### config.mk
export PLATFORM = sky130hd
export DESIGN_NAME = rmt_ram
export DESIGN_NICKNAME = d
export VERILOG_FILES = /design/src/rtl/rmt_ram.sv
export SDC_FILE = /design/constraint.sdc
export NUM_CORES = 1
export LEC_CHECK = 0
export ABC_AREA = 1
export ABC_CLOCK_PERIOD_IN_PS = 3000
export BUFFER_PORTS_ARGS = -buffer_cell sky130_fd_sc_hd__buf_4
export CAP_MARGIN = 10
export CORE_MARGIN = 3
export CORE_UTILIZATION = 43
export CTS_CLUSTER_SIZE = 24
export DETAILED_ROUTE_END_ITERATION = 6
export PLACE_DENSITY = 0.63
export SLEW_MARGIN = 5
export SYNTH_ARGS = -nofsm -noshare
export SYNTH_HDL_FRONTEND = slang
export SYNTH_SLANG_ARGS = --single-unit
export TNS_END_PERCENT = 10
### constraint.sdc
create_clock -name clk_i -period 3 [get_ports clk_i]
set_input_delay 0.6 -clock clk_i [delete_from_list [all_inputs] [get_ports clk_i]]
set_output_delay 0.6 -clock clk_i [all_outputs]
set_load 0.02 [all_outputs]
### src/rtl/rmt_ram.sv
// ----------------------------------------------------------------------------
// rmt_ram
// simple dual-port synchronous ram, one write and one registered read
// ----------------------------------------------------------------------------
`default_nettype none

module rmt_ram #(
  parameter int WIDTH = 8,
  parameter int DEPTH = 16,
  localparam int AW   = $clog2(DEPTH)
) (
  input  wire logic             clk_i,
  input  wire logic             we_i,
  input  wire logic [AW-1:0]    waddr_i,
  input  wire logic [WIDTH-1:0] wdata_i,
  input  wire logic             re_i,
  input  wire logic [AW-1:0]    raddr_i,
  output logic      [WIDTH-1:0] rdata_o
);

  logic [WIDTH-1:0] mem_q [DEPTH];
  logic [WIDTH-1:0] rdata_q;

  always_ff @(posedge clk_i) begin
    if (we_i) begin
      mem_q[waddr_i] <= wdata_i;
    end
    if (re_i) begin
      rdata_q <= mem_q[raddr_i];
    end
  end

  assign rdata_o = rdata_q;

endmodule

`default_nettype wire

==> flow_summary.yaml, run 1 <==
run_status:
  outcome: "complete, no violations"
timing:
  fin_worst_skew_ns: 0.00737
  tightest_slew_ns: 0.857
  finalSetupTns_ns: 0
  period_needed_ns: 1.70
  fmaxAchievable_mhz: 590
  setup_viol: 0
  rsz0062_at_grt: "no"
  drv_slew: 0
  fin_crit_sh: 0.565
  final_hold_viol_count: 0
  relSlewSlack: 0.427
  fin_ws_ns: 1.30
detailed_routing:
  first_pass_iters: 5
  drc: 0
  drt-initial-drc-count: 329
  wire_per_inst_um: 16.5
  drt_wl_total_um: 12600
  vias: 3725
  routed_via_density: 4.89
  ant_nets: 0
place:
  dp.cells: 729
  hpwl_um: 7640
  pre_cts_slack_ns: 0.896
  port_buffers: 26
  place_congestion: 0.791
critical_path:
  cp_slowest_cell: "buf_4"
  crit_type: "input port to flop"
  crit_chain: "buf_4, buf_4, nand2_1, nand3_1, nand3_1, nand3_1, nand2_1"
  worstSetupEndpointType: "flop"
  slowest_delay_ns: 0.56
  r2r_slack_ns: 1.80
  arrival_ns: 1.84
  worst_path_most_repeated_cell: "nand3_1"
  cp-start-kind: "input port"
  cp.required_ns: 3.15
  critPathMaxFanout: 64
cts:
  clock-sinks: 136
  post_cts_resized: 0
  holdBufCountCts: 0
  numCtsBuffers: 17
  cts_setup_buffers: 0
  clk_pin_slew_worst_paths_ns: 0.06
  htreeDepth: 4
  clk_path_buf_depth: 2
  clk_latency_ns: 0.42
  cts_tree: "yes"
  clockRootBuffer: "clkbuf_16"
synth:
  synth-seq-area-share: 0.698
  ys_types: 11
  syn_area_um2: 5850
  ys_ff_latch: 136
  yosys_warnings: 0
  syn-num-nets: 570
  synthCells: 551
  synth_area_per_cell_um2: 10.6
power:
  p_leak_nw: 2.90
  p_total_mw: 4.72
  power_density_nw_per_um2: 695
  peakVddDrop_mv: 0.452
final_layout:
  antennaDiodeCount: 0
  final_cell_mix: "nand2_1, edfxtp_1, inv_1"
  drive_above_1_share: 0.105
  syn2layout_area_growth_pct: 16.1
  nets: 595
  stdcell_count: 761
  layout_commonest_cell: "nand2_1"
worst_hold_path:
  holdCritPathClass: "input port to flop"
job:
  drv_cap: 0
die:
  num_rows: 41
  die_y_um: 123
  die_x_um: 123
  core_area_um2: 13000
  die_area_um2: 15000
  boundaryPins: 27
  start_util: 0.450
grt:
  track_usage: 0.185
  grt_overflow: 0
  grt_pass1_vias: 3504
  grt_max_degree: 65
  grt_antenna_before_repair: 0
  grt_pass1_wl_um: 20000
logic make-up (layout without fill, tap and decap cells):
group,after synthesis,count (layout),share of synthesized area
AND/OR/NAND/NOR,289,289,0.208
flip-flops,136,136,0.698
buffers and inverters,126,164,0.0939
synthesized netlist by cell type (all sizes together):
| library cell | n | share of area |
|---|---|---|
| buf | 24 | 0.028 |
| nand3 | 97 | 0.083 |
| nand2 | 173 | 0.11 |
| inv | 102 | 0.065 |
| edfxtp | 136 | 0.70 |
| nand3b | 2 | 0.0026 |
| nor2 | 17 | 0.011 |
cell type report:
cell class,instances,area [um2]
Inverter,102,383
Tap cell,172,215
Multi-Input combinational cell,289,1210
Fill cell,1127,6190
Sequential cell,136,4080
Clock inverter,15,230
Timing Repair Buffer,30,238
Clock buffer,17,425
worst max-delay path: cells and delay by family:
family	cells	cell delay, ns
and+or+nand+nor	5	0.60
buffers and inverters	2	0.65
final timing paths:
path | depth (start not counted) | endpoint | start
worst max-delay path | 7 | rdata_o[6] | raddr_i[0]
worst max register to register | 6 | rdata_o[6] | mem_q[3][6]
worst min register to register | 6 | rdata_o[0] | mem_q[11][0]
worst min-delay path | 1 | rdata_o[7] | re_i
per-stage QoR:
step,instance area (um2),hold slack [ns],utilization
detailed placement,6130,0.745,0.473
global route,6790,0.465,0.523
finish,6790,0.474,0.523
global placement,6130,0.736,0.473
CTS,6790,0.468,0.523
floorplan,5850,0.683,-
registers in the layout, indices dropped and copies added, names as in the netlist:
name and flops:
mem_q 128, rdata_o 8
per-layer routing:
layer | GRT usage | routed length (um) | up-vias
li1 | - | - | 1834
met1 | 0.264 | 5830 | 1752
met2 | 0.273 | 5710 | 123
met3 | 0.0465 | 802 | 16
met4 | 0.0721 | 204 | 0
met5 | 0 | 0 | -
where the power goes:
group	switching (mW)	internal, mW
combinational	0.187	0.0796
clock	0.750	1.55
sequential	0.0127	2.14
Power figures use the tool's default switching activity.
==> run 2, diff against run 1 <==
--- a/config.mk
+++ b/config.mk
@@ -5,15 +5,15 @@
 export SDC_FILE = /design/constraint.sdc
 export NUM_CORES = 1
 export LEC_CHECK = 0
-export ABC_AREA = 1
-export ABC_CLOCK_PERIOD_IN_PS = 3000
+export ABC_AREA = 0
+export ABC_CLOCK_PERIOD_IN_PS = 1500
 export BUFFER_PORTS_ARGS = -buffer_cell sky130_fd_sc_hd__buf_4
 export CAP_MARGIN = 10
 export CORE_MARGIN = 3
 export CORE_UTILIZATION = 43
 export CTS_CLUSTER_SIZE = 24
 export DETAILED_ROUTE_END_ITERATION = 6
-export PLACE_DENSITY = 0.63
+export PLACE_DENSITY = 0.66
 export SLEW_MARGIN = 5
 export SYNTH_ARGS = -nofsm -noshare
 export SYNTH_HDL_FRONTEND = slang
==> constraint.sdc (replaced) <==
create_clock -name clk_i -period 1.5 [get_ports clk_i]
set_input_delay 0.3 -clock clk_i [delete_from_list [all_inputs] [get_ports clk_i]]
set_output_delay 0.3 -clock clk_i [all_outputs]
set_load 0.02 [all_outputs]
==> flow_summary.yaml, run 2 <==
detailed_routing:
  drt_wl_total_um: 9650
  drc: 0
  wire_per_inst_um: 21.6
  wl_met2_um: 5030
  m1WireLength_um: 3890
  met3_length_um: 660
  top_layer_used: "met4"
  ant_nets: 0
  vias: 2497
  drt-initial-drc-count: 186
  routed_via_density: 5.59
  first_pass_iters: 4
synth:
  synth_area_per_cell_um2: 22.8
  syn_area_um2: 5230
  syn-num-nets: 248
  ys_types: 18
  synth-compound-area-share: 0.0230
  ys_async_sr_fraction: 0
  synth_mux_area_frac: 0.148
  ys_top_cells_by_area: "edfxtp_1, mux4_2, mux4_1"
  synth_top_family_by_area: "multiplexers"
  yosys.area_share.simple: 0.0314
  synth_area_leader_cell: "edfxtp_1"
  synthXorXnorAreaFrac: 0
  yosys_warnings: 0
  synth_top_area_frac: 0.781
  yosysMostFrequentCell: "edfxtp_1"
  synthTopCellsByCount: "edfxtp_1, mux4_2, a22oi_1"
  synth_adder_area_share: 0
  ys_ff_latch: 136
  synthCells: 229
  synth-seq-area-share: 0.781
  synth_edf_count: 136
  synthFlopType: "edfxtp_1"
grt:
  grt_pass1_vias: 2565
  grt_overflow: 0
  track_usage: 0.154
  grt_pass1_wl_um: 14700
  grt_max_degree: 17
  grt_antenna_before_repair: 0
timing:
  tightest_slew_ns: 0.850
  relSlewSlack: 0.431
  fin_crit_sh: 0.960
  drv_slew: 0
  setup_viol: 0
  period_needed_ns: 1.44
  final_hold_viol_count: 0
  fin_worst_skew_ns: 0.00476
  fmaxAchievable_mhz: 695
critical_path:
  cp.required_ns: 1.65
  critPathMaxFanout: 1
  cp_slowest_cell: "mux4_1"
  worstSetupEndpointType: "flop"
  crit_chain: "mux4_1, a22oi_2, nand2_1"
  critPathTopFamily: "multiplexers"
  crit_type: "flop to flop"
  cp-start-kind: "flop"
  arrival_ns: 1.59
  slowest_delay_ns: 0.52
  crit_buf_inv: 0
cts:
  cts_tree: "yes"
  numCtsBuffers: 17
  clk_latency_ns: 0.41
  htreeDepth: 4
  clockRootBuffer: "clkbuf_16"
  clk_path_buf_depth: 2
  clk_pin_slew_worst_paths_ns: 0.06
  holdBufCountCts: 0
  clock-sinks: 136
  cts_setup_buffers: 0
run_status:
  outcome: "complete, no violations"
place:
  placed_area_um2: 5750
  hpwl_um: 6250
  place_congestion: 0.751
  port_buffers: 26
power:
  p_leak_nw: 2.12
  power_density_nw_per_um2: 1380
  p_total_mw: 8.74
  peakVddDrop_mv: 0.885
final_layout:
  fin_area_um2: 6340
  final_cell_mix: "edfxtp_1, buf_4, mux4_2"
  largest_reg_flops: 128
  largest_register: "mem_q"
  syn2layout_area_growth_pct: 21.3
  layout_commonest_cell: "edfxtp_1"
  nets: 310
  final_util: 0.544
  drive_above_1_share: 0.378
  antennaDiodeCount: 0
die:
  die_y_um: 116
  core_area_um2: 11700
  die_x_um: 116
  start_util: 0.448
  num_rows: 39
  die_area_um2: 13500
  boundaryPins: 27
job:
  drv_cap: 0
worst_hold_path:
  holdCritPathClass: "input port to flop"
==> run 2: cell count changes in the layout (fill, tap and decap cells not counted), moves of 12 or more <==
cell     previous run  this run
buf_4              29        49
a22oi_1             0        12
nand2_1           173         9
mux4_2              0        26
nand3_1            97         1
inv_1             100         0
==> run 2: worst paths after layout <==
check                    start           end  slack [ns]  cells after the start
hold / removal      wdata_i[5]  mem_q[14][5]        0.20                      1
hold reg to reg   mem_q[15][3]    rdata_o[3]        0.74                      3
setup reg to reg   mem_q[9][4]    rdata_o[4]        0.06                      3
setup / recovery   mem_q[9][4]    rdata_o[4]        0.06                      3
==> run 2: what timing repair did <==
action                                  CTS  global route
endpoints found under the setup margin    1             4
hold endpoints to repair                  0             0
gates resized for setup                   1             4
pin swaps                                 0             1
==> run 2: cell families after synthesis <==
kind of cell	after synthesis
AO/OA/AOI/OAI	16
buffers and inverters	10
flip-flops	136
multiplexers	32
AND/OR/NAND/NOR	35
==> run 2: metal layers <==
layer | global-route usage | up-vias
met5 | 0 | -
met4 | 0.0549 | 0
met3 | 0.0399 | 7
met2 | 0.241 | 84
met1 | 0.213 | 1307
li1 | - | 1099
==> run 2: final cells by class <==
| class | instances | area [um2] |
|---|---|---|
| clock buffer | 17 | 425 |
| clock inverter | 15 | 153 |
| fill | 875 | 5320 |
| multi-input combinational | 83 | 1050 |
| sequential | 136 | 4080 |
| tap | 143 | 179 |
| timing repair buffer | 53 | 448 |
==> run 2: power by group <==
group          internal [mW]  switching [mW]
clock network           2.44            1.52
registers               4.28          0.0250
logic                  0.218           0.245
total                   6.94            1.79
==> run 2: through the flow <==
| step | setup slack (ns) | setup TNS, ns | hold slack (ns) | cells |
|---|---|---|---|---|
| final | 0.0603 | 0 | 0.201 | 447 |
| after global routing | -0.0209 | -0.0209 | 0.200 | 447 |
| after CTS | 0.00665 | 0 | 0.191 | 447 |
| after detailed placement | -0.343 | -4.55 | 0.615 | 415 |
| after global placement | -0.352 | -4.24 | 0.607 | 415 |
| after floorplan | -0.0661 | -2.33 | 0.399 | 229 |
==> run 3, diff against run 2 <==
--- a/config.mk
+++ b/config.mk
@@ -10,10 +10,10 @@
 export BUFFER_PORTS_ARGS = -buffer_cell sky130_fd_sc_hd__buf_4
 export CAP_MARGIN = 10
 export CORE_MARGIN = 3
-export CORE_UTILIZATION = 43
+export CORE_UTILIZATION = 54
 export CTS_CLUSTER_SIZE = 24
 export DETAILED_ROUTE_END_ITERATION = 6
-export PLACE_DENSITY = 0.66
+export PLACE_DENSITY = 0.78
 export SLEW_MARGIN = 5
 export SYNTH_ARGS = -nofsm -noshare
 export SYNTH_HDL_FRONTEND = slang
==> flow_summary.yaml, run 3 (same netlist as run 2, synthesis figures left out) <==
run_status:
  outcome: "complete, no violations"
die:
  die_x_um: 104
  num_rows: 35
  die_area_um2: 10900
  die_y_um: 104
  core_area_um2: 9330
  boundaryPins: 27
  start_util: 0.560
final_layout:
  syn2layout_area_growth_pct: 20.9
  nets: 308
  final_cell_mix: "edfxtp_1, buf_4, mux4_2"
  drive_above_1_share: 0.374
  largest_reg_flops: 128
  largest_register: "mem_q"
  final_util: 0.677
  antennaDiodeCount: 0
  layout_commonest_cell: "edfxtp_1"
  stdcell_count: 431
power:
  sw_frac_of_total: 0.205
  p_sw_mw: 1.81
  peakVddDrop_mv: 0.941
  p_leak_nw: 2.13
  comb_power_share: 0.052
  p_seq_frac: 0.487
  p_int_mw: 7.03
  power_density_nw_per_um2: 1400
  power.share.clock: 0.461
timing:
  setup_viol: 0
  tightest_slew_ns: 0.795
  whs_ns: 0.0922
  relSlewSlack: 0.469
  fin_crit_sh: 0.971
  final_hold_viol_count: 0
  fmaxAchievable_mhz: 687
  period_needed_ns: 1.46
  rsz0062_at_grt: "yes"
  drv_slew: 0
  finalSetupTns_ns: 0
  fin_worst_skew_ns: 0.00857
critical_path:
  worstSetupEndpointType: "flop"
  cp-start-kind: "flop"
  cp_slowest_cell: "mux4_1"
  reg2regPathDepth: 3
  cp-endpoint: "rdata_o[2]"
  critPathMaxFanout: 1
  crit_chain: "mux4_1, a22oi_2, nand2_1"
  reg2reg_to: "rdata_o[2]"
  arrival_ns: 1.71
  crit_type: "flop to flop"
  startpoint: "mem_q[5][2]"
  slowest_delay_ns: 0.55
  cp.required_ns: 1.76
  r2r_start: "mem_q[5][2]"
  r2r_slack_ns: 0.04
grt:
  grt_pass1_wl_um: 15400
  track_usage: 0.199
  grt_overflow: 0
  grt_antenna_before_repair: 0
  grt_pass1_vias: 2642
  grt_max_degree: 18
cts:
  post_cts_resized: 1
  clk_pin_slew_worst_paths_ns: 0.06
  clk_latency_ns: 0.52
  numCtsBuffers: 17
  cts_tree: "yes"
  clock-sinks: 136
  htreeDepth: 4
  clk_path_buf_depth: 2
  holdBufCountCts: 0
  clockRootBuffer: "clkbuf_8"
  cts_setup_buffers: 0
place:
  port_buffers: 26
  dp.cells: 399
  hpwl_um: 6360
  place_congestion: 0.766
worst_hold_path:
  holdCritPathClass: "input port to flop"
job:
  drv_cap: 0
detailed_routing:
  drt_wl_total_um: 9870
  vias: 2501
  routed_via_density: 5.80
  drt-initial-drc-count: 239
  first_pass_iters: 4
  wire_per_inst_um: 22.9
  ant_nets: 0
  drc: 0
[run 3: changes by cell type in the layout (fill, tap and decap cells not counted), sizes merged]
cell	delta
bufinv	+1
clkinv	+2
clkinvlp	-3
buf	-2
inv	-1
clkbuf	+1
[run 3: critical path: cells and delay by family, from the launching register on]
family             cells  cell delay (ns)
muxes                  1             0.55
DFF                    1             0.36
and+or+nand+nor        1             0.11
AOI/OAI and AO/OA      1             0.18
[run 3: area by class of cell]
class                   instances  area, um2
repair buffers                 51        420
fillers                       576       3010
clock buffers                  18        418
multi-input cells              83       1060
clock inverters                14        174
flip-flops and latches        136       4080
well taps                     129        161
[run 3: how the worst min path moves through the flow]
stage,from,endpoint,slack [ns],cells past startpoint
global route,wdata_i[4],mem_q[5][4],0.09,1
finish,wdata_i[4],mem_q[7][4],0.09,1
floorplan,wdata_i[0],mem_q[0][0],0.40,0
detailed placement,wdata_i[5],mem_q[8][5],0.62,1
CTS,wdata_i[4],mem_q[5][4],0.06,1
global placement,wdata_i[4],mem_q[6][4],0.60,1
[run 3: power by group through the flow]
stage	registers (mW)	logic, mW	clock network, mW
finish	4.31	0.458	4.08
global route	4.32	0.495	4.28
CTS	4.31	0.458	4.14
detailed placement	4.39	0.456	0
global placement	4.38	0.440	0
floorplan	4.40	0.224	0
[run 3: per-stage QoR]
stage                     setup WS, ns  power, mW  instance area (um2)
after floorplan                -0.0661       4.63                 5220
after global placement          -0.313       4.82                 5700
after detailed placement        -0.355       4.84                 5700
after CTS                       0.0296       8.91                 6300
after global routing          -0.00962       9.10                 6320
final                           0.0433       8.84                 6320
[run 3: per-layer routing]
layer / vias to the layer above / wire, um / GRT usage
met5: - / 0 / 0
met4: 0 / 179 / 0.110
met3: 13 / 580 / 0.0484
met2: 88 / 5090 / 0.309
met1: 1303 / 4030 / 0.262
li1: 1097 / - / -
